<file path="config.mk">
export PLATFORM = sky130hd
export DESIGN_NAME = servo_packet_framer_core_flat
export DESIGN_NICKNAME = d
export VERILOG_FILES = /design/src/hw/rtl/spf_pkg.sv /design/src/hw/rtl/spf_if.sv /design/src/hw/rtl/servo_packet_framer_core.sv /design/src/hw/rtl/spf_ctrl.sv /design/src/hw/rtl/spf_datapath.sv /design/src/flat_wrapper.sv
export SDC_FILE = /design/constraint.sdc
export NUM_CORES = 1
export LEC_CHECK = 0
export BUFFER_PORTS_ARGS = -buffer_cell sky130_fd_sc_hd__buf_2
export CELL_PAD_IN_SITES_DETAIL_PLACEMENT = 0
export CELL_PAD_IN_SITES_GLOBAL_PLACEMENT = 1
export CORE_MARGIN = 1.5
export CORE_UTILIZATION = 48
export DETAILED_ROUTE_END_ITERATION = 8
export GPL_TIMING_DRIVEN = 0
export PLACE_DENSITY_LB_ADDON = 0.05
export SLEW_MARGIN = 20
export SYNTH_ARGS = -nofsm -noshare
export SYNTH_HDL_FRONTEND = slang
export SYNTH_HIERARCHICAL = 1
export SYNTH_SLANG_ARGS = --single-unit
</file>
<file path="constraint.sdc">
create_clock -name clk -period 6.4 [get_ports clk]
set_input_delay 0.32 -clock clk [delete_from_list [all_inputs] [get_ports clk]]
set_output_delay 0.32 -clock clk [all_outputs]
set_load 0.005 [all_outputs]
</file>
<file path="src/hw/rtl/spf_pkg.sv">
// Package: shared types and constants for the servo packet framer.
`default_nettype none

package spf_pkg;

  localparam int DEFAULT_MAX_PAYLOAD = 32;

  localparam int CFG_IDX_W = 8;
  localparam int BYTE_W    = 8;

  localparam logic [CFG_IDX_W-1:0] REG_SERVO_ID = 8'd0;
  localparam logic [CFG_IDX_W-1:0] REG_JOG_CMD  = 8'd1;

  localparam logic [BYTE_W-1:0] RESET_SERVO_ID = 8'h00;
  localparam logic [BYTE_W-1:0] RESET_JOG_CMD  = 8'h05;

  localparam logic FUNC_PAYLOAD = 1'b0;
  localparam logic FUNC_JOG     = 1'b1;

  localparam logic [BYTE_W-1:0] SYNC_BYTE      = 8'hFF;
  localparam logic [BYTE_W-1:0] CHECK_MASK     = 8'hFE;
  localparam logic [BYTE_W-1:0] FRAME_OVERHEAD = 8'd7;
  localparam logic [BYTE_W-1:0] JOG_LEN        = 8'd5;

  // Byte positions within the frame header.
  localparam logic [BYTE_W-1:0] BYTE_SYNC0  = 8'd0;
  localparam logic [BYTE_W-1:0] BYTE_SYNC1  = 8'd1;
  localparam logic [BYTE_W-1:0] BYTE_SIZE   = 8'd2;
  localparam logic [BYTE_W-1:0] BYTE_ID     = 8'd3;
  localparam logic [BYTE_W-1:0] BYTE_CMD    = 8'd4;
  localparam logic [BYTE_W-1:0] BYTE_CHECK1 = 8'd5;
  localparam logic [BYTE_W-1:0] BYTE_CHECK2 = 8'd6;

  // Jog data byte positions.
  localparam logic [2:0] JOG_POS_LO = 3'd0;
  localparam logic [2:0] JOG_POS_HI = 3'd1;
  localparam logic [2:0] JOG_LED    = 3'd2;
  localparam logic [2:0] JOG_ID     = 3'd3;
  localparam logic [2:0] JOG_TIME   = 3'd4;

  typedef struct packed {
    logic accept;
    logic emit;
  } spf_cmd_t;

  typedef struct packed {
    logic frame_req;
    logic out_free;
    logic last_byte;
  } spf_sts_t;

endpackage

`default_nettype wire

</file>
<file path="src/hw/rtl/spf_if.sv">
// Interfaces: input item, result byte and configuration write channels.
`default_nettype none

interface spf_in_if;
  logic              valid;
  logic              ready;
  logic              func;
  logic [7:0]        command_code;
  logic [7:0]        payload_byte;
  logic              end_of_payload;
  logic signed [14:0] position;
  logic [7:0]        play_time;
  logic [2:0]        led_color;

  modport source (output valid, func, command_code, payload_byte, end_of_payload,
                  position, play_time, led_color, input ready);
  modport sink   (input valid, func, command_code, payload_byte, end_of_payload,
                  position, play_time, led_color, output ready);
endinterface

interface spf_out_if;
  logic       valid;
  logic       ready;
  logic [7:0] tx_byte;
  logic       frame_end;

  modport source (output valid, tx_byte, frame_end, input ready);
  modport sink   (input valid, tx_byte, frame_end, output ready);
endinterface

interface spf_cfg_if;
  logic       valid;
  logic       ready;
  logic [7:0] index;
  logic [7:0] data;

  modport source (output valid, index, data, input ready);
  modport sink   (input valid, index, data, output ready);
endinterface

`default_nettype wire

</file>
<file path="src/hw/rtl/servo_packet_framer_core.sv">
// Top level: servo command packet framer with XOR checksum.
//
//   channel | dir | contents
//   in_ch   | in  | func, command_code, payload_byte, end_of_payload, position,
//           |     | play_time, led_color
//   out_ch  | out | tx_byte, frame_end (one frame byte per transfer)
//   cfg_ch  | in  | index, data (0 servo_id, 1 jog_command_code), always ready
//
// A payload byte without end of payload leaves input ready. An item that sends a
// frame blocks input for 7 + n byte transfers, one per cycle when out_ch is
// ready; the output register sets the pace. Reset is synchronous, active low,
// and clears the buffer count and checksum. Output stalls hold the sequencer.
`default_nettype none

module servo_packet_framer_core #(
  parameter int MAX_PAYLOAD = spf_pkg::DEFAULT_MAX_PAYLOAD
) (
  input wire logic clk,
  input wire logic rst_n,
  spf_in_if.sink   in_ch,
  spf_out_if.source out_ch,
  spf_cfg_if.sink  cfg_ch
);
  import spf_pkg::*;

  spf_cmd_t cmd;
  spf_sts_t sts;
  logic     in_ready;

  assign in_ch.ready  = in_ready;
  assign cfg_ch.ready = 1'b1;

  spf_ctrl u_ctrl (
    .clk      (clk),
    .rst_n    (rst_n),
    .in_valid (in_ch.valid),
    .in_ready (in_ready),
    .sts      (sts),
    .cmd      (cmd)
  );

  spf_datapath #(
    .MAX_PAYLOAD (MAX_PAYLOAD)
  ) u_datapath (
    .clk               (clk),
    .rst_n             (rst_n),
    .cmd               (cmd),
    .sts               (sts),
    .in_func           (in_ch.func),
    .in_command_code   (in_ch.command_code),
    .in_payload_byte   (in_ch.payload_byte),
    .in_end_of_payload (in_ch.end_of_payload),
    .in_position       (in_ch.position),
    .in_play_time      (in_ch.play_time),
    .in_led_color      (in_ch.led_color),
    .cfg_we            (cfg_ch.valid),
    .cfg_index         (cfg_ch.index),
    .cfg_data          (cfg_ch.data),
    .out_valid         (out_ch.valid),
    .out_ready         (out_ch.ready),
    .out_tx_byte       (out_ch.tx_byte),
    .out_frame_end     (out_ch.frame_end)
  );

endmodule

`default_nettype wire

</file>
<file path="src/hw/rtl/spf_ctrl.sv">
// Controller: input acceptance and frame send sequencing.
`default_nettype none

module spf_ctrl (
  input  wire logic              clk,
  input  wire logic              rst_n,
  input  wire logic              in_valid,
  output logic                   in_ready,
  input  wire spf_pkg::spf_sts_t sts,
  output spf_pkg::spf_cmd_t      cmd
);
  import spf_pkg::*;

  typedef enum logic [1:0] {
    ST_IDLE = 2'b01,
    ST_SEND = 2'b10
  } state_t;

  state_t state_r, state_nxt;

  always_comb begin
    in_ready   = (state_r == ST_IDLE);
    cmd.accept = in_ready && in_valid;
    cmd.emit   = (state_r == ST_SEND) && sts.out_free;
    state_nxt  = state_r;
    case (state_r)
      ST_IDLE: begin
        if (cmd.accept && sts.frame_req) state_nxt = ST_SEND;
      end
      ST_SEND: begin
        if (cmd.emit && sts.last_byte) state_nxt = ST_IDLE;
      end
      default: state_nxt = ST_IDLE;
    endcase
  end

  always_ff @(posedge clk) begin
    if (!rst_n) state_r <= ST_IDLE;
    else        state_r <= state_nxt;
  end

endmodule

`default_nettype wire

</file>
<file path="src/hw/rtl/spf_datapath.sv">
// Datapath: payload buffer, checksum, config registers and frame byte output.
`default_nettype none

module spf_datapath #(
  parameter int MAX_PAYLOAD = spf_pkg::DEFAULT_MAX_PAYLOAD
) (
  input  wire logic              clk,
  input  wire logic              rst_n,
  input  wire spf_pkg::spf_cmd_t cmd,
  output spf_pkg::spf_sts_t      sts,
  input  wire logic              in_func,
  input  wire logic [7:0]        in_command_code,
  input  wire logic [7:0]        in_payload_byte,
  input  wire logic              in_end_of_payload,
  input  wire logic [14:0]       in_position,
  input  wire logic [7:0]        in_play_time,
  input  wire logic [2:0]        in_led_color,
  input  wire logic              cfg_we,
  input  wire logic [7:0]        cfg_index,
  input  wire logic [7:0]        cfg_data,
  output logic                   out_valid,
  input  wire logic              out_ready,
  output logic [7:0]             out_tx_byte,
  output logic                   out_frame_end
);
  import spf_pkg::*;

  localparam int CW = $clog2(MAX_PAYLOAD + 1);
  localparam int AW = $clog2(MAX_PAYLOAD);

  logic [7:0]    mem [MAX_PAYLOAD];
  logic [7:0]    rd_data_r;

  logic [7:0]    servo_id_r, jog_cmd_r;
  logic [CW-1:0] count_r, count_nxt;
  logic [7:0]    xor_r, xor_nxt;

  logic [7:0]    frame_cmd_r, frame_xor_r;
  logic [CW-1:0] frame_len_r;
  logic          is_jog_r;
  logic [7:0]    jog_r [5];
  logic [7:0]    byte_idx_r;
  logic [CW-1:0] data_ptr_r, data_ptr_nxt;

  logic          out_valid_r;
  logic [7:0]    tx_byte_r;
  logic          frame_end_r;

  logic          wr_en, start;
  logic [7:0]    jog_b [5];
  logic [7:0]    jog_xor;
  logic [7:0]    size_byte, check1, check2, jog_sel, cur_byte;
  logic          data_phase, cur_end;

  always_comb begin
    jog_b[JOG_POS_LO] = in_position[7:0];
    jog_b[JOG_POS_HI] = {1'b0, in_position[14], in_position[13:8]};
    jog_b[JOG_LED]    = {3'b000, in_led_color, 2'b00};
    jog_b[JOG_ID]     = servo_id_r;
    jog_b[JOG_TIME]   = in_play_time;
    jog_xor = jog_b[0] ^ jog_b[1] ^ jog_b[2] ^ jog_b[3] ^ jog_b[4];

    wr_en     = cmd.accept && (in_func == FUNC_PAYLOAD) && (count_r < CW'(MAX_PAYLOAD));
    count_nxt = wr_en ? count_r + CW'(1) : count_r;
    xor_nxt   = wr_en ? (xor_r ^ in_payload_byte) : xor_r;
    start     = cmd.accept && ((in_func == FUNC_JOG) || in_end_of_payload);

    size_byte = FRAME_OVERHEAD + 8'(frame_len_r);
    check1    = (size_byte ^ servo_id_r ^ frame_cmd_r ^ frame_xor_r) & CHECK_MASK;
    check2    = (~check1) & CHECK_MASK;

    case (data_ptr_r[2:0])
      JOG_POS_LO: jog_sel = jog_r[0];
      JOG_POS_HI: jog_sel = jog_r[1];
      JOG_LED:    jog_sel = jog_r[2];
      JOG_ID:     jog_sel = jog_r[3];
      JOG_TIME:   jog_sel = jog_r[4];
      default:    jog_sel = jog_r[0];
    endcase

    data_phase = (byte_idx_r > BYTE_CHECK2);
    case (byte_idx_r)
      BYTE_SYNC0:  cur_byte = SYNC_BYTE;
      BYTE_SYNC1:  cur_byte = SYNC_BYTE;
      BYTE_SIZE:   cur_byte = size_byte;
      BYTE_ID:     cur_byte = servo_id_r;
      BYTE_CMD:    cur_byte = frame_cmd_r;
      BYTE_CHECK1: cur_byte = check1;
      BYTE_CHECK2: cur_byte = check2;
      default:     cur_byte = is_jog_r ? jog_sel : rd_data_r;
    endcase

    sts.last_byte = (byte_idx_r == BYTE_CHECK2 + 8'(frame_len_r));
    cur_end       = sts.last_byte || ((byte_idx_r == BYTE_CHECK1) && (frame_len_r == '0));
    sts.out_free  = !out_valid_r || out_ready;
    sts.frame_req = (in_func == FUNC_JOG) || in_end_of_payload;

    if (start)                        data_ptr_nxt = '0;
    else if (cmd.emit && data_phase)  data_ptr_nxt = data_ptr_r + CW'(1);
    else                              data_ptr_nxt = data_ptr_r;
  end

  // Buffer: one write port, one registered read port.
  always_ff @(posedge clk) begin
    if (wr_en) mem[count_r[AW-1:0]] <= in_payload_byte;
    rd_data_r <= mem[data_ptr_nxt[AW-1:0]];
  end

  always_ff @(posedge clk) begin
    if (!rst_n) begin
      servo_id_r  <= RESET_SERVO_ID;
      jog_cmd_r   <= RESET_JOG_CMD;
      count_r     <= '0;
      xor_r       <= '0;
      out_valid_r <= 1'b0;
    end else begin
      if (cfg_we && (cfg_index == REG_SERVO_ID)) servo_id_r <= cfg_data;
      if (cfg_we && (cfg_index == REG_JOG_CMD))  jog_cmd_r  <= cfg_data;
      if (start && (in_func == FUNC_PAYLOAD)) begin
        count_r <= '0;
        xor_r   <= '0;
      end else begin
        count_r <= count_nxt;
        xor_r   <= xor_nxt;
      end
      if (cmd.emit)      out_valid_r <= 1'b1;
      else if (out_ready) out_valid_r <= 1'b0;
    end
  end

  always_ff @(posedge clk) begin
    data_ptr_r <= data_ptr_nxt;
    if (start) begin
      byte_idx_r <= '0;
      if (in_func == FUNC_JOG) begin
        is_jog_r    <= 1'b1;
        frame_cmd_r <= jog_cmd_r;
        frame_len_r <= CW'(JOG_LEN);
        frame_xor_r <= jog_xor;
        for (int i = 0; i < 5; i++) jog_r[i] <= jog_b[i];
      end else begin
        is_jog_r    <= 1'b0;
        frame_cmd_r <= in_command_code;
        frame_len_r <= count_nxt;
        frame_xor_r <= xor_nxt;
      end
    end else if (cmd.emit) begin
      byte_idx_r <= byte_idx_r + 8'd1;
    end
    if (cmd.emit) begin
      tx_byte_r   <= cur_byte;
      frame_end_r <= cur_end;
    end
  end

  assign out_valid     = out_valid_r;
  assign out_tx_byte   = tx_byte_r;
  assign out_frame_end = frame_end_r;

endmodule

`default_nettype wire

</file>
<file path="src/flat_wrapper.sv">
// flat-port wrapper written by rule: the top's interface ports become plain ports
module servo_packet_framer_core_flat import spf_pkg::*;
#(
  parameter int MAX_PAYLOAD = spf_pkg::DEFAULT_MAX_PAYLOAD
)
  (clk, rst_n, in_ch_valid, in_ch_func, in_ch_command_code, in_ch_payload_byte, in_ch_end_of_payload, in_ch_position, in_ch_play_time, in_ch_led_color, in_ch_ready, out_ch_valid, out_ch_tx_byte, out_ch_frame_end, out_ch_ready, cfg_ch_valid, cfg_ch_index, cfg_ch_data, cfg_ch_ready);
  spf_in_if in_ch_i ();
  spf_out_if out_ch_i ();
  spf_cfg_if cfg_ch_i ();
  input wire logic clk;
  input wire logic rst_n;
  input wire logic [$bits(in_ch_i.valid)-1:0] in_ch_valid;
  input wire logic [$bits(in_ch_i.func)-1:0] in_ch_func;
  input wire logic [$bits(in_ch_i.command_code)-1:0] in_ch_command_code;
  input wire logic [$bits(in_ch_i.payload_byte)-1:0] in_ch_payload_byte;
  input wire logic [$bits(in_ch_i.end_of_payload)-1:0] in_ch_end_of_payload;
  input wire logic [$bits(in_ch_i.position)-1:0] in_ch_position;
  input wire logic [$bits(in_ch_i.play_time)-1:0] in_ch_play_time;
  input wire logic [$bits(in_ch_i.led_color)-1:0] in_ch_led_color;
  output wire logic [$bits(in_ch_i.ready)-1:0] in_ch_ready;
  output wire logic [$bits(out_ch_i.valid)-1:0] out_ch_valid;
  output wire logic [$bits(out_ch_i.tx_byte)-1:0] out_ch_tx_byte;
  output wire logic [$bits(out_ch_i.frame_end)-1:0] out_ch_frame_end;
  input wire logic [$bits(out_ch_i.ready)-1:0] out_ch_ready;
  input wire logic [$bits(cfg_ch_i.valid)-1:0] cfg_ch_valid;
  input wire logic [$bits(cfg_ch_i.index)-1:0] cfg_ch_index;
  input wire logic [$bits(cfg_ch_i.data)-1:0] cfg_ch_data;
  output wire logic [$bits(cfg_ch_i.ready)-1:0] cfg_ch_ready;
  assign in_ch_i.valid = in_ch_valid;
  assign in_ch_i.func = in_ch_func;
  assign in_ch_i.command_code = in_ch_command_code;
  assign in_ch_i.payload_byte = in_ch_payload_byte;
  assign in_ch_i.end_of_payload = in_ch_end_of_payload;
  assign in_ch_i.position = in_ch_position;
  assign in_ch_i.play_time = in_ch_play_time;
  assign in_ch_i.led_color = in_ch_led_color;
  assign in_ch_ready = in_ch_i.ready;
  assign out_ch_valid = out_ch_i.valid;
  assign out_ch_tx_byte = out_ch_i.tx_byte;
  assign out_ch_frame_end = out_ch_i.frame_end;
  assign out_ch_i.ready = out_ch_ready;
  assign cfg_ch_i.valid = cfg_ch_valid;
  assign cfg_ch_i.index = cfg_ch_index;
  assign cfg_ch_i.data = cfg_ch_data;
  assign cfg_ch_ready = cfg_ch_i.ready;
  servo_packet_framer_core #(.MAX_PAYLOAD(MAX_PAYLOAD)) u_core (.clk(clk), .rst_n(rst_n), .in_ch(in_ch_i), .out_ch(out_ch_i), .cfg_ch(cfg_ch_i));
endmodule
</file>
* Yosys cells after proc, flatten, opt, wreduce, memory -nomap -nowiden *
Memory sizes are Yosys's and may differ from the RTL's. A register that Yosys moved wholly into a read port is not among the register bits.
Cells that the tools add are included.

word-level totals
  RAM bits = 296
  register bits after elaboration = 79
  logic and storage cells = 92
  output and inout port bits = 12
  memories = 2

memory list
  name                     depth  bits a word  rd ports  clocked after Yosys merged registers in  write ports  RTL line            text
  u_core.u_datapath.mem    32     8            1         1                                        1            spf_datapath.sv:31  logic [7:0] mem [MAX_PAYLOAD];
  u_core.u_datapath.jog_r  5      8            5         0                                        5            spf_datapath.sv:41  logic [7:0] jog_r [5];

cells by class
  reduce and logical (&&, ||, !) cells = 22
  magnitude comparators = 2
  bitwise logic cells = 11
  $add $sub $neg = 5
  equality and inequality tests = 16
  mux-type cells = 19

operators with widths
  cell                   count
  $pmux W8 S6            1
  $xor A8 B8 Y8          5
  $mux W8                4
  $pmux W8 S4            1
  $eq A8 B3 Y1 const B   3
  $eq A8 B1 Y1 const B   2
  $eq A8 B2 Y1 const B   2
  $logic_not A8 Y1       2
  $add A3 B6 Y7 const A  2
  $add A6 B1 Y6 const B  2
  $logic_and A1 B1 Y1    11
  $mux W5                2
  $add A8 B1 Y8 const B  1
  $eq A8 B7 Y1           1
  $gt A8 B3 Y1 const B   1
  $not A8 Y8             1
  $xor A7 B8 Y8          1
  $xor A8 B5 Y8          1
  $xor A8 B7 Y8          1
  $mux W1                7
  $eq A3 B2 Y1 const B   2
  $logic_not A6 Y1       1
  $lt A6 B6 Y1 const B   1
  $mux W6                1
  13 further kinds       19

* Logic depth before layout (Yosys ltp) *
Gate-level depths: netlist (run 1).

  word-level depth = 6
  depth in mapped cells = 13
  mapped depth without buffers = 10

* Hierarchy *
The synthesis (run 1) kept the hierarchy.

modules (own cells, without submodules)
  module                    cells each  area each (sq um)  instances  sequential area each (sq um)
  spf_datapath              1201        15965.3            1          10660.2
  spf_ctrl                  10          97.6               1          40.0
  servo_packet_framer_core  2           11.3               1          0.0

* Least setup slack after synthesis (run 1) *
No wires, ideal clock.

  kind = flip-flop to flip-flop
  start point = register u_core.u_ctrl.state_r[1]
  end point = register u_core.u_datapath.rd_data_r[0] (read register of u_core.u_datapath.mem)
  library setup time = 125 ps
  data required time = 6275 ps
  slack = 3489 ps
  data arrival time = 2786 ps
  cell stages (with the launch flop) = 11
  path through = dfxtp_1 -> nor2b_1 -> and2_1 -> buf_2 -> o21a_1 -> nor3_2 -> and3_1 -> o21ai_1 -> clkbuf_1 -> a221oi_1 -> o41a_1

RTL lines
  item                    RTL line            text
  start, declared         spf_ctrl.sv:19      state_t state_r, state_nxt;
  start signal, assigned  spf_ctrl.sv:39      else state_r <= state_nxt;
  end, declared           spf_datapath.sv:32  logic [7:0] rd_data_r;

==> out/results.txt, run 1 <==
The total congestion overflow was 0; the layout overhead on the synthesized area was 15.9%. The tools report the mapped cell area as 0.0161 sq mm. At the worst endpoint, the required time is 6.78 ns.

The longest clock path from root to sink contains 3 buffers. The total area inside the core boundary comes to 0.0328 sq mm. The highest signal layer in the routed design is met5.

The number of cells produced by synthesis is 1213. The share of the clock period used by the worst path is 0.703. The root cell of the clock tree was sky130_fd_sc_hd__clkbuf_16. For this run, the number of standard cells in the final layout without fillers is 1836. The die is 186 microns wide. Clock skew on the completed layout was measured at 0.0167 ns. In the detailed route, the total length drawn on met2 is 19.4 mm. The fraction of final layout cells with drive strength greater than 1 is 0.142, and the leakage power summed over all cells is 6.59 nW. The tools report the detailed placer's ending HPWL as 30.2 mm.

Power comes to 5.22 mW. The Yosys step of the flow raised 6 warnings. The first TritonRoute pass finished after 5 iterations.

The placement-stage cell area came out at 0.0170 sq mm. STA classifies the critical path startpoint as a register. The classification of the worst-slack hold path is in -> reg. TritonCTS built the clock tree. The share of synthesized area occupied by flip-flops and latches was 0.666; the via count of the first global-routing pass was 10100. Each instance of the synthesized netlist takes up on average 13.3 sq um.

The logs give 2 for the H-tree depth reported by CTS and 1443 for the number of nets in the final layout. Counting distinct cell types in the post-synthesis netlist gives 70. The worst-case headroom to the max-slew limit was 0.215. For the worst-skew pair, the clock arrives at the later sink with an insertion delay of 0.54 ns.

In this run the count of I/O pins placed on the die edge is 77. The flow ran to the end, and the final reports show no timing, DRC or antenna violations. The run gives 1294 as the number of nets produced by synthesis.

The count of buffers added on input and output ports is 75. The tools report the critical path endpoint category as a register. In this run the remaining antenna-violating nets after routing total 0.

0 antenna diodes ended up in the layout. The clock transition at the register clock pins on the worst setup and hold paths after CTS was 0.06 ns. The logs give 0 for the initial antenna violation count and 1.90 ns for the final worst slack. Setup repair after global routing left no endpoint under its margin. In this run, the number of DRC markers left after iteration 0 of detailed routing was 1076. The run gives 2.05 ns as the worst setup slack before clock tree synthesis.

At the pin with the least slew margin, the transition time is 1.17 ns. Starting utilization of the core area: 0.490. The clock period could shrink to 4.50 ns. The largest net degree at the start of global routing is 34, and the fill cell instance count of the final layout is 2790.

The logs give 210 uV for the maximum vdd ir drop and 374 for the CTS sink count. The max capacitance violation total came out at 0. The total power density per cell area is 280 mW/mm^2, and the first-pass GRT wire length is 65.1 mm. In this run the worst path has a maximum fanout of 13. In the routed layout, each cell is associated on average with a via count of 5.89. The critical path is of the reg -> reg type. The number of gates resized after CTS was 0.

TritonCTS created 41 clock buffers. In the layout the commonest cells are sky130_fd_sc_hd__edfxtp_1, sky130_fd_sc_hd__nand2_1, sky130_fd_sc_hd__buf_2. For the overall via count from detail_route, the log shows 10800. Setup violations remaining at the end of the flow were counted as 0.

For the final-report hold violation count, the log shows 0. The average detailed-routed wire length per instance is 24.3 microns. At the end of routability-driven placement, the weighted congestion stood at 0.882. Leaving out fill and tap cells, the most frequent cell in the layout is sky130_fd_sc_hd__edfxtp_1.

The tools report the final wirelength as 44.7 mm. The global-route usage over all layers is 0.262. The DRC violation count after routing is 0. The dominant synthesized flop cell was sky130_fd_sc_hd__edfxtp_1. The detailed router put a total of 21.3 mm of wire on met1. The logs give 3.10 mm for the sum of met3 wire segment lengths after detailed routing and 1732 for the count of placed standard cells including taps. The sum of negative setup slack was 0 ns; the final cell area excluding filler cells was 0.0186 sq mm. Counting flops with a built-in enable in the synthesized netlist gives 321. Y dimension of the die: 186 microns.

The run gives 0 as the number of max-slew violations in the final report. The post-synthesis async set-or-reset flop share was 0; the number of synthesized register bits was 374. The achievable frequency was 222 MHz. The die covers 0.0346 sq mm. In this run the core area contains 66 standard-cell rows.

The run gives 4.88 ns as the worst path arrival time.
worst max-delay path, stage by stage, from the launching register on:
cell	delay (ns)
sky130_fd_sc_hd__dfxtp_1	0.36
sky130_fd_sc_hd__nor2b_1	0.19
sky130_fd_sc_hd__and2_1	0.55
sky130_fd_sc_hd__buf_2	0.38
sky130_fd_sc_hd__o31ai_4	0.15
sky130_fd_sc_hd__a41o_1	0.20
sky130_fd_sc_hd__a31oi_1	0.84
sky130_fd_sc_hd__clkbuf_1	0.60
sky130_fd_sc_hd__a31oi_1	0.09
sky130_fd_sc_hd__a32oi_1	0.37
sky130_fd_sc_hd__o2111ai_1	0.31
sky130_fd_sc_hd__o41a_1	0.28
kinds of logic after synthesis:
family | count (synthesis) | synth area share
AOI/OAI and AO/OA | 254 | 0.118
xor gates and xnor gates | 71 | 0.0387
adders and majority gates | 16 | 0.0125
buffers and inverters | 91 | 0.0251
DFF | 374 | 0.666
muxes | 65 | 0.0416
other | 1 | 0.000233
and+or+nand+nor | 341 | 0.0979
stage by stage:
stage                      util  hold slack (ns)
after floorplan               -            0.382
after global placement    0.519            0.457
after detailed placement  0.520            0.462
after CTS                 0.569           0.0356
after global routing      0.569           0.0646
final                     0.569           0.0492
final cells by class:
class                   count  area (sq um)  area share
well taps                 442           553      0.0297
clock buffers              53          1130      0.0608
flip-flops and latches    374         10700       0.574
multi-input cells         748          4980       0.267
clock inverters            22           178     0.00953
repair buffers            106           691      0.0371
inverters                  17          63.8     0.00342
plain buffers              74           340      0.0183
state kept, by name, indices dropped and copies added (netlist names):
register and cells:
u_core/u_datapath/frame_cmd_r 8, u_core/u_datapath/byte_idx_r 8, u_core/u_datapath/count_r 6, u_core/u_datapath/mem 256, u_core/u_datapath/data_ptr_r 5, u_core/u_datapath/xor_r 7
u_core/u_datapath/jog_r 34, u_core/u_datapath/frame_xor_r 7, u_core/u_datapath/rd_data_r 8, u_core/u_ctrl/state_r 2, u_core/u_datapath/out_frame_end 1, u_core/u_datapath/jog_cmd_r 8
u_core/u_datapath/frame_len_r 6, u_core/u_datapath/out_tx_byte 8, u_core/u_datapath/is_jog_r 1, u_core/u_datapath/servo_id_r 8, u_core/u_datapath/out_valid 1
layer usage:
metal | up-vias | GRT usage
li1 | 4922 | -
met2 | 409 | 0.387
met5 | - | 0.0133
met3 | 49 | 0.0403
met4 | 2 | 0.0581
met1 | 5435 | 0.405
path summary, 6_finish.rpt:
path / from / endpoint / slack [ns] / cells after the start
max reg2reg: u_core/u_ctrl/state_r[1]$_SDFFE_PN0P_ / u_core/u_datapath/rd_data_r[0]$_DFF_P_ / 1.90 / 11
min: cfg_ch_data[4] / u_core/u_datapath/jog_cmd_r[4]$_SDFFE_PN0P_ / 0.05 / 3
min reg2reg: u_core/u_datapath/jog_cmd_r[2]$_SDFFE_PN1P_ / u_core/u_datapath/jog_cmd_r[2]$_SDFFE_PN1P_ / 0.48 / 2
max: u_core/u_ctrl/state_r[1]$_SDFFE_PN0P_ / u_core/u_datapath/rd_data_r[0]$_DFF_P_ / 1.90 / 11
power by group:
part           switching [mW]  internal (mW)
logic                   0.145         0.0937
clock network           0.944           1.33
registers              0.0198           2.68
total                    1.11           4.11
cells in the mapped netlist, types with 3 or more instances:
cell type | instances | area, sq um
sky130_fd_sc_hd__a211o_1 | 16 | 140
sky130_fd_sc_hd__a21oi_1 | 50 | 250
sky130_fd_sc_hd__a221o_1 | 9 | 90.1
sky130_fd_sc_hd__a221oi_1 | 21 | 184
sky130_fd_sc_hd__a22o_1 | 9 | 78.8
sky130_fd_sc_hd__a22oi_1 | 3 | 22.5
sky130_fd_sc_hd__a31oi_1 | 27 | 169
sky130_fd_sc_hd__a32o_1 | 8 | 80.1
sky130_fd_sc_hd__a32oi_1 | 18 | 158
sky130_fd_sc_hd__and2_1 | 6 | 37.5
sky130_fd_sc_hd__and3_1 | 11 | 68.8
sky130_fd_sc_hd__buf_1 | 3 | 11.3
sky130_fd_sc_hd__buf_2 | 22 | 110
sky130_fd_sc_hd__buf_4 | 7 | 52.6
sky130_fd_sc_hd__clkbuf_1 | 41 | 154
sky130_fd_sc_hd__dfxtp_1 | 53 | 1060
sky130_fd_sc_hd__edfxtp_1 | 321 | 9640
sky130_fd_sc_hd__ha_1 | 16 | 200
sky130_fd_sc_hd__inv_1 | 15 | 56.3
sky130_fd_sc_hd__mux2_2 | 11 | 124
sky130_fd_sc_hd__mux2i_1 | 53 | 531
sky130_fd_sc_hd__nand2_1 | 155 | 582
sky130_fd_sc_hd__nand2b_1 | 4 | 25.0
sky130_fd_sc_hd__nand3_1 | 27 | 135
sky130_fd_sc_hd__nand4_1 | 8 | 50.1
sky130_fd_sc_hd__nor2_1 | 74 | 278
sky130_fd_sc_hd__nor2b_1 | 17 | 106
sky130_fd_sc_hd__nor3_1 | 4 | 20.0
sky130_fd_sc_hd__nor4_1 | 12 | 75.1
sky130_fd_sc_hd__o2111ai_1 | 13 | 114
sky130_fd_sc_hd__o211ai_1 | 3 | 22.5
sky130_fd_sc_hd__o21a_1 | 4 | 30.0
sky130_fd_sc_hd__o21ai_0 | 34 | 170
sky130_fd_sc_hd__o31a_1 | 8 | 70.1
sky130_fd_sc_hd__o41a_1 | 8 | 90.1
sky130_fd_sc_hd__or3_1 | 5 | 31.3
sky130_fd_sc_hd__xnor2_1 | 43 | 377
sky130_fd_sc_hd__xor2_1 | 28 | 245
what timing repair did:
action                    in CTS  in global routing
hold buffers                  29                  0
setup buffers                  0                  0
hold endpoints to repair      29                  0
(Power assumes the default switching activity.)
==> run 2, diff against run 1 <==
- CORE_UTILIZATION: 48 -> 46
- clock period: 6.4 -> 3.7 ns (I/O delays scaled with it)
==> run 2 against run 1 <==
Worst setup slack worse by 1.8 ns. Routed wire length is 3.0% higher. Final area up 1.8%.
==> out/results.txt, run 2 (same netlist as run 1, synthesis figures left out) <==
The first global-routing pass estimated 67.2 mm of wire. The leakage power summed over all cells came out at 6.71 nW. The classification of the worst-slack hold path is in -> reg.

The die is 190 microns tall. Achievable frequency: 281 MHz. The detailed placer's ending HPWL came out at 30.7 mm. The register-to-register setup slack was 0.14 ns. The tools report the max capacitance violation total as 0.

The final route contains 11000 vias. In this run, placement finished with an instance count of 1744. In the final routed layout, each cell accounts on average for 24.6 microns. The CTS buffer count was 42; the maximum vdd ir drop was 373 uV. The logs give 0 for the total congestion overflow and 0 for the number of max-slew violations in the final report. The worst setup path is captured at a register. Counting I/O delays and the setup requirement, the final critical path takes 3.56 ns. Fill cells in the final layout number 2978.

The library cell used most frequently in the layout, excluding fill and tap cells, is sky130_fd_sc_hd__edfxtp_1. The starting utilization of the core area is 0.466, and the count of buffers inserted at the top-level ports is 75. At the pin with the least slew margin, the transition time is 0.924 ns. Required arrival time at the worst endpoint: 4.12 ns.

Power spread over the standard cell area amounts to 479 mW/mm^2. The placed instances occupy a cell area of 0.0171 sq mm. The worst-case headroom to the max-slew limit is 0.381, and the flip-flop count of the largest register after layout is 256.

Setup violations remaining at the end of the flow were counted as 0. In this run, the number of DRC markers left after iteration 0 of detailed routing was 905. Kind of start point of the critical path: a register.

The layout overhead on the synthesized area works out to 18.0%. No sink is reached through more buffers than the 3 on the longest clock path. The final cell area excluding filler cells is 0.0190 sq mm. Entering global routing, the biggest net connects 34 pins.

The number of nets in the final layout was 1461; the remaining antenna violation count was 0. The total iterations of the first detailed-routing run is 5. The logs give 0.838 for the final weighted congestion in routability-driven placement and 0 for the final-report hold violation count. Share of the clock period used by the worst path: 0.961. The tools report the final wirelength as 46.0 mm. The tools report the startpoint of the lowest-slack register-to-register path as u_core/u_ctrl/state_r[1]$_SDFFE_PN0P_. The start-to-end type of the worst setup path is reg -> reg. The fraction of final layout cells with drive strength greater than 1 was 0.165; the cell row count was 68. The worst setup path startpoint was u_core/u_ctrl/state_r[1]$_SDFFE_PN0P_.

In this run the worst path has a maximum fanout of 13. The total chip power was 9.09 mW. The die is 190 microns wide. During I/O placement, the number of pins put on the boundary was 77.

The clock net in this run drives a total of 374 sinks. H-tree depth reported by CTS: 2. Clock tree synthesis selected as its root buffer the cell sky130_fd_sc_hd__clkbuf_16. TritonCTS built the clock tree. After clock tree synthesis, the clock-pin slew on the worst setup and hold paths is 0.06 ns. The finished layout holds 1867 standard cells, fillers aside.

The initial antenna violation count is 1, and the area inside the core boundary is 0.0345 sq mm. The repair_antennas step left the layout with diodes totalling 0. The insertion delay to the later sink of the worst-skew pair came out at 0.56 ns. Setup repair after global routing left no endpoint under its margin. The tools report the hold path startpoint as in_ch_end_of_payload.

The logs give 0.256 for the global-route usage over all layers and 0.0361 sq mm for the area of the die. In the routed design, unresolved DRC markers number 0. The run gives 10500 as the via count of the first global-routing pass.

The average via count per standard cell is 5.87. The flow ran to the end, and the final reports show no timing, DRC or antenna violations. Setup total negative slack on the finished layout was measured at 0 ns. STA puts the critical path data arrival time at 3.98 ns. Worst clock skew: 0.0182 ns.

Leaving out fill and tap cells, the most frequent cells in the layout are sky130_fd_sc_hd__edfxtp_1, sky130_fd_sc_hd__nand2_1, sky130_fd_sc_hd__buf_2.
-- run 2: changes by cell type in the layout (fill, tap and decap cells not counted), sizes merged --
cell,previous run,this run
clkbuf,94,98
clkinv,19,15
clkinvlp,0,1
dlygate4sd3,29,46
-- run 2: repair_timing --
action                                  4_1_cts  5_1_grt
endpoints found under the setup margin       10      200
setup buffers                                 2        0
gates resized for setup                      10       34
pin swaps                                     2        1
endpoints found under the hold margin        53        0
hold buffers                                 46        0
gates cloned                                  0        0
-- run 2: routing by layer --
layer / vias up / routed length, microns / track usage
met5: - / 9 / 0
met4: 2 / 1090 / 0.0708
met3: 85 / 3740 / 0.0588
met2: 409 / 20300 / 0.383
met1: 5516 / 20900 / 0.375
li1: 4952 / - / -
-- run 2: cell type report --
type                       count  area, sq um  area share
tap                          455          569      0.0300
multi-input combinational    748         5090       0.268
buffer                        73          354      0.0187
timing repair buffer         124          878      0.0463
sequential                   374        10700       0.564
clock buffer                  57         1150      0.0605
clock inverter                19          168     0.00884
inverter                      17         63.8     0.00336
-- run 2: stage by stage --
stage	utilization	hold WS (ns)	setup WS, ns
3_5_place_dp	0.495	0.367	-0.457
6_report	0.551	0.183	0.143
4_1_cts	0.548	0.155	0.0151
5_1_grt	0.551	0.217	0.00153
3_3_place_gp	0.494	0.365	-0.707
2_1_floorplan	-	0.247	0.789
-- run 2: critical path: stages, from the launching register on --
cell,delay (ns)
sky130_fd_sc_hd__dfxtp_1,0.33
sky130_fd_sc_hd__nor2b_1,0.15
sky130_fd_sc_hd__and2_4,0.22
sky130_fd_sc_hd__clkbuf_4,0.22
sky130_fd_sc_hd__o21a_1,0.21
sky130_fd_sc_hd__o31ai_4,0.52
sky130_fd_sc_hd__nand2_1,0.14
sky130_fd_sc_hd__buf_4,0.22
sky130_fd_sc_hd__buf_4,0.22
sky130_fd_sc_hd__a211o_1,0.32
sky130_fd_sc_hd__a32oi_1,0.40
sky130_fd_sc_hd__o2111ai_2,0.26
sky130_fd_sc_hd__o41a_1,0.21
-- run 2: worst paths after layout --
path | to | depth (start not counted)
hold reg to reg | u_core/u_datapath/xor_r[2]$_SDFF_PP0_ | 2
setup reg to reg | u_core/u_datapath/rd_data_r[2]$_DFF_P_ | 12
hold / removal | u_core/u_ctrl/state_r[0]$_SDFFE_PN1P_ | 4
setup / recovery | u_core/u_datapath/rd_data_r[2]$_DFF_P_ | 12
-- run 2: power by group --
group | switching [mW] | internal, mW
logic | 0.259 | 0.176
registers | 0.0336 | 4.64
clock network | 1.67 | 2.32
==> run 3, diff against run 2 <==
- ABC_AREA: unset -> 1
- CORE_UTILIZATION: 46 -> 44
- SLEW_MARGIN: 20 -> 40
==> run 3 against run 2 <==
Critical path depth shrank 5. Sequential cell count is the same. Critical path type unchanged. Via count grew 19%. Power grew 1.7%. Combinational power grew 11%. Synthesized area grew 8.8%. Largest cell class unchanged. Die area grew 14%.
==> out/results.txt, run 3 <==
The tools report the number of nets in the final layout as 2020. IR analysis of the VDD net gives a maximum drop of 380 uV. For the via count of the first global-routing pass, the log shows 12400. In the synthesized netlist, the cells that appear most often are sky130_fd_sc_hd__inv_1, sky130_fd_sc_hd__edfxtp_1, sky130_fd_sc_hd__nand2_1. Setup repair after global routing could not meet its margin everywhere. Detailed placement finished with a half-perimeter wire length of 35.6 mm. The final-report hold violation count came out at 0. The largest single stage delay on the critical path is 0.79 ns.

The mapped cell area was 0.0175 sq mm. The post-synthesis cell type count was 48. Yosys mapped a number of flops with a built-in enable equal to 321. The worst-margin pin slew was 0.847 ns. Setup slack on the worst reg-to-reg path comes out at 0.19 ns. Routability-driven placement finished with a final weighted congestion of 0.885. Of all nets on the critical path, the largest fanout is 10. The worst hold path passes through 3 cells.

The run gives 35 as the largest net degree at the start of global routing. The number of setup buffers added after CTS is 0. The endpoint identified for the worst register-to-register timing path is u_core/u_datapath/mem[20][0]$_DFFE_PP_. The layout overhead on the synthesized area is 16.6%, and the clock transition at the register clock pins on the worst setup and hold paths after CTS is 0.06 ns. The die covers 0.0410 sq mm. The first-pass GRT wire length was 75.9 mm. Yosys printed 6 warnings. The tools report the remaining antenna violation count as 0. The tools report the number of max-slew violations in the final report as 0. Counting every instance in the synthesized netlist gives 1772.

Footprint of the flip-flops and latches: 0.0107 sq mm. In the post-synthesis netlist, the biggest area contributors are sky130_fd_sc_hd__edfxtp_1, sky130_fd_sc_hd__inv_1, sky130_fd_sc_hd__nand3_1, sky130_fd_sc_hd__nand2_1, sky130_fd_sc_hd__dfxtp_1. The tools report the DRC violation count after routing as 0. The share of the clock period used by the worst path is 0.949, and the share of synthesized area occupied by flip-flops and latches is 0.612. The logs give 9.25 mW for the total chip power and 2488 for the non-filler instance count after layout.

The final worst slack was 0.190 ns. The run gives 2 as the initial antenna violation count. The register with the most flip-flops in the layout has 256 of them.

After detailed placement, the design holds a cell count of 2366. Summed over all layers, the routed wires come to 51.0 mm. The flow ran to the end, and the final reports show no timing, DRC or antenna violations. TritonCTS built the clock tree.

The tools report the startpoint of the lowest-slack register-to-register path as u_core/u_ctrl/state_r[1]$_SDFFE_PN0P_. For the overall via count from detail_route, the log shows 13100. Master of the slowest instance on the critical path: sky130_fd_sc_hd__nor2_1. For the leakage power summed over all cells, the log shows 8.53 nW.

Fill cell instance count of the final layout: 3538. The min-delay analysis places its worst path in the category in -> reg. The global-route usage over all layers was 0.253; the final cell area excluding filler cells was 0.0204 sq mm. For the final routed database, the setup TNS stands at 0 ns.

The worst hold path terminates at u_core/u_datapath/jog_cmd_r[0]$_SDFFE_PN1P_. The largest total area in the synthesized netlist belongs to sky130_fd_sc_hd__edfxtp_1. Placement-stage cell area: 0.0186 sq mm. The worst register-to-register path has a depth of 7.

Dividing total power by cell area gives a power density of 454 mW/mm^2. Measured along the x axis, the die boundary spans 202 microns. In the layout the commonest cells are sky130_fd_sc_hd__inv_1, sky130_fd_sc_hd__edfxtp_1, sky130_fd_sc_hd__nand2_1. The critical path in this run is classified as reg -> reg. The most used flip-flop cell after synthesis is sky130_fd_sc_hd__edfxtp_1. The post-synthesis async set-or-reset flop share is 0, and the number of synthesized register bits is 374. Across the routed clock network, the largest skew measured is 0.0176 ns. Required arrival time at the worst endpoint: 3.90 ns. The number of nets in the synthesized netlist is 1853.

The run gives 3.71 ns as the worst path arrival time. The tools report the root cell of the clock tree as sky130_fd_sc_hd__clkbuf_16. In this run the core area contains 72 standard-cell rows.

The floorplan step set the die height to 202 microns. Max capacitance violation total: 0. The starting utilization of the core area was 0.450; the final setup violation count was 0. The number of antenna diodes in the final layout is 0.

The run gives 0.431 as the worst-case headroom to the max-slew limit. The worst setup path is launched from a register. Buffers placed on the I/O ports in this run total 75. The tools report the CTS buffer count as 41. The detailed router finished its first iteration with 1355 violations.

The tools report the utilization after layout as 0.524. The H-tree depth reported by CTS is 2, and the worst-case clock buffer depth is 3. The worst-case hold slack is 0.0611 ns, and the area fraction of the dominant cell type after synthesis is 0.551. The worst path needs 3.51 ns of the cycle, external delays included. The fraction of final layout cells with drive strength greater than 1 came out at 0.121.

For the achievable frequency, the log shows 285 MHz. For this design the top-level I/O count stands at 77. The tools report the total congestion overflow as 0. The tools report the area inside the core boundary as 0.0389 sq mm. The most frequent standard cell in the layout excluding fill and tap cells was sky130_fd_sc_hd__inv_1.

The critical path goes through inv_1 -> nand2_1 -> nor2_1 -> inv_1 -> nor3_2 -> nand2_1 -> nor2_1. The tools report the hold path startpoint as cfg_ch_valid. Timing analysis after detailed placement gives a worst setup slack of 0.228 ns. The first detailed-routing pass ran for 6 iterations.

Synthesized area divided by synthesized cell count: 9.87 sq um. Dividing the detail-routed wire length by the instance count gives 20.5 microns. The insertion delay to the later sink of the worst-skew pair came out at 0.57 ns.

Area taken by multi-input logic gates: 0.00509 sq mm. The CTS sink count came out at 374. In the routed layout, each cell is associated on average with a via count of 5.25.

The worst setup path is captured at a register. Most frequently used cell type in the post-synthesis netlist: sky130_fd_sc_hd__inv_1.
[run 3: changes by cell type after synthesis, sizes merged, moves of 31 or more]
cell / delta
a21oi: -31
nand4: +122
mux2i: -53
inv: +321
nand3: +220
buf: +39
nand2: +161
[run 3: routing by layer]
| metal | global-route usage | wire length (microns) |
|---|---|---|
| met1 | 0.382 | 24100 |
| met2 | 0.374 | 22100 |
| met3 | 0.0484 | 3960 |
| met4 | 0.0653 | 974 |
| met5 | 0 | 0 |
[run 3: logic make-up after synthesis]
family	Yosys count	synth area share
simple gates	807	0.219
buf+inv	429	0.0977
flops	374	0.612
compound gates	83	0.0287
xor+xnor	62	0.0310
fa+ha+maj	16	0.0114
other cells	1	0.000214
[run 3: repair_timing]
action / CTS / global route
endpoints found under the setup margin: 0 / 32
gates resized for setup: 0 / 1
hold endpoints to repair: 54 / 0
hold buffers: 48 / 0
[run 3: worst max-delay path, delay by kind of cell, from the launching register on]
kind / cells / cell delay [ns]
simple gates: 5 / 2.62
buf+inv: 2 / 0.20
flops: 1 / 0.33
[run 3: power breakdown]
part | internal (mW) | switching, mW
Combinational | 0.161 | 0.324
Sequential | 4.64 | 0.0331
Clock | 2.44 | 1.65
Total | 7.24 | 2.01
[run 3: worst max path at each step]
stage / to / startpoint / slack (ns)
after detailed placement: u_core/u_datapath/mem[24][6]$_DFFE_PP_ / u_core/u_ctrl/state_r[1]$_SDFFE_PN0P_ / 0.23
after floorplan: u_core/u_datapath/rd_data_r[0]$_DFF_P_ / u_core/u_datapath/out_valid$_SDFFE_PN0P_ / 1.61
after global routing: u_core/u_datapath/mem[0][1]$_DFFE_PP_ / u_core/u_ctrl/state_r[1]$_SDFFE_PN0P_ / -0.03
after CTS: u_core/u_datapath/mem[24][6]$_DFFE_PP_ / u_core/u_ctrl/state_r[1]$_SDFFE_PN0P_ / 0.22
final: u_core/u_datapath/mem[20][0]$_DFFE_PP_ / u_core/u_ctrl/state_r[1]$_SDFFE_PN0P_ / 0.19
after global placement: u_core/u_datapath/mem[24][1]$_DFFE_PP_ / u_core/u_ctrl/state_r[1]$_SDFFE_PN0P_ / 0.17
[run 3: layout make-up]
type | count | share of cell area
clock inverter | 20 | 0.00871
timing repair buffer | 124 | 0.0439
multi-input combinational | 969 | 0.249
tap | 518 | 0.0318
sequential | 374 | 0.525
buffer | 89 | 0.0212
inverter | 340 | 0.0626
clock buffer | 54 | 0.0577
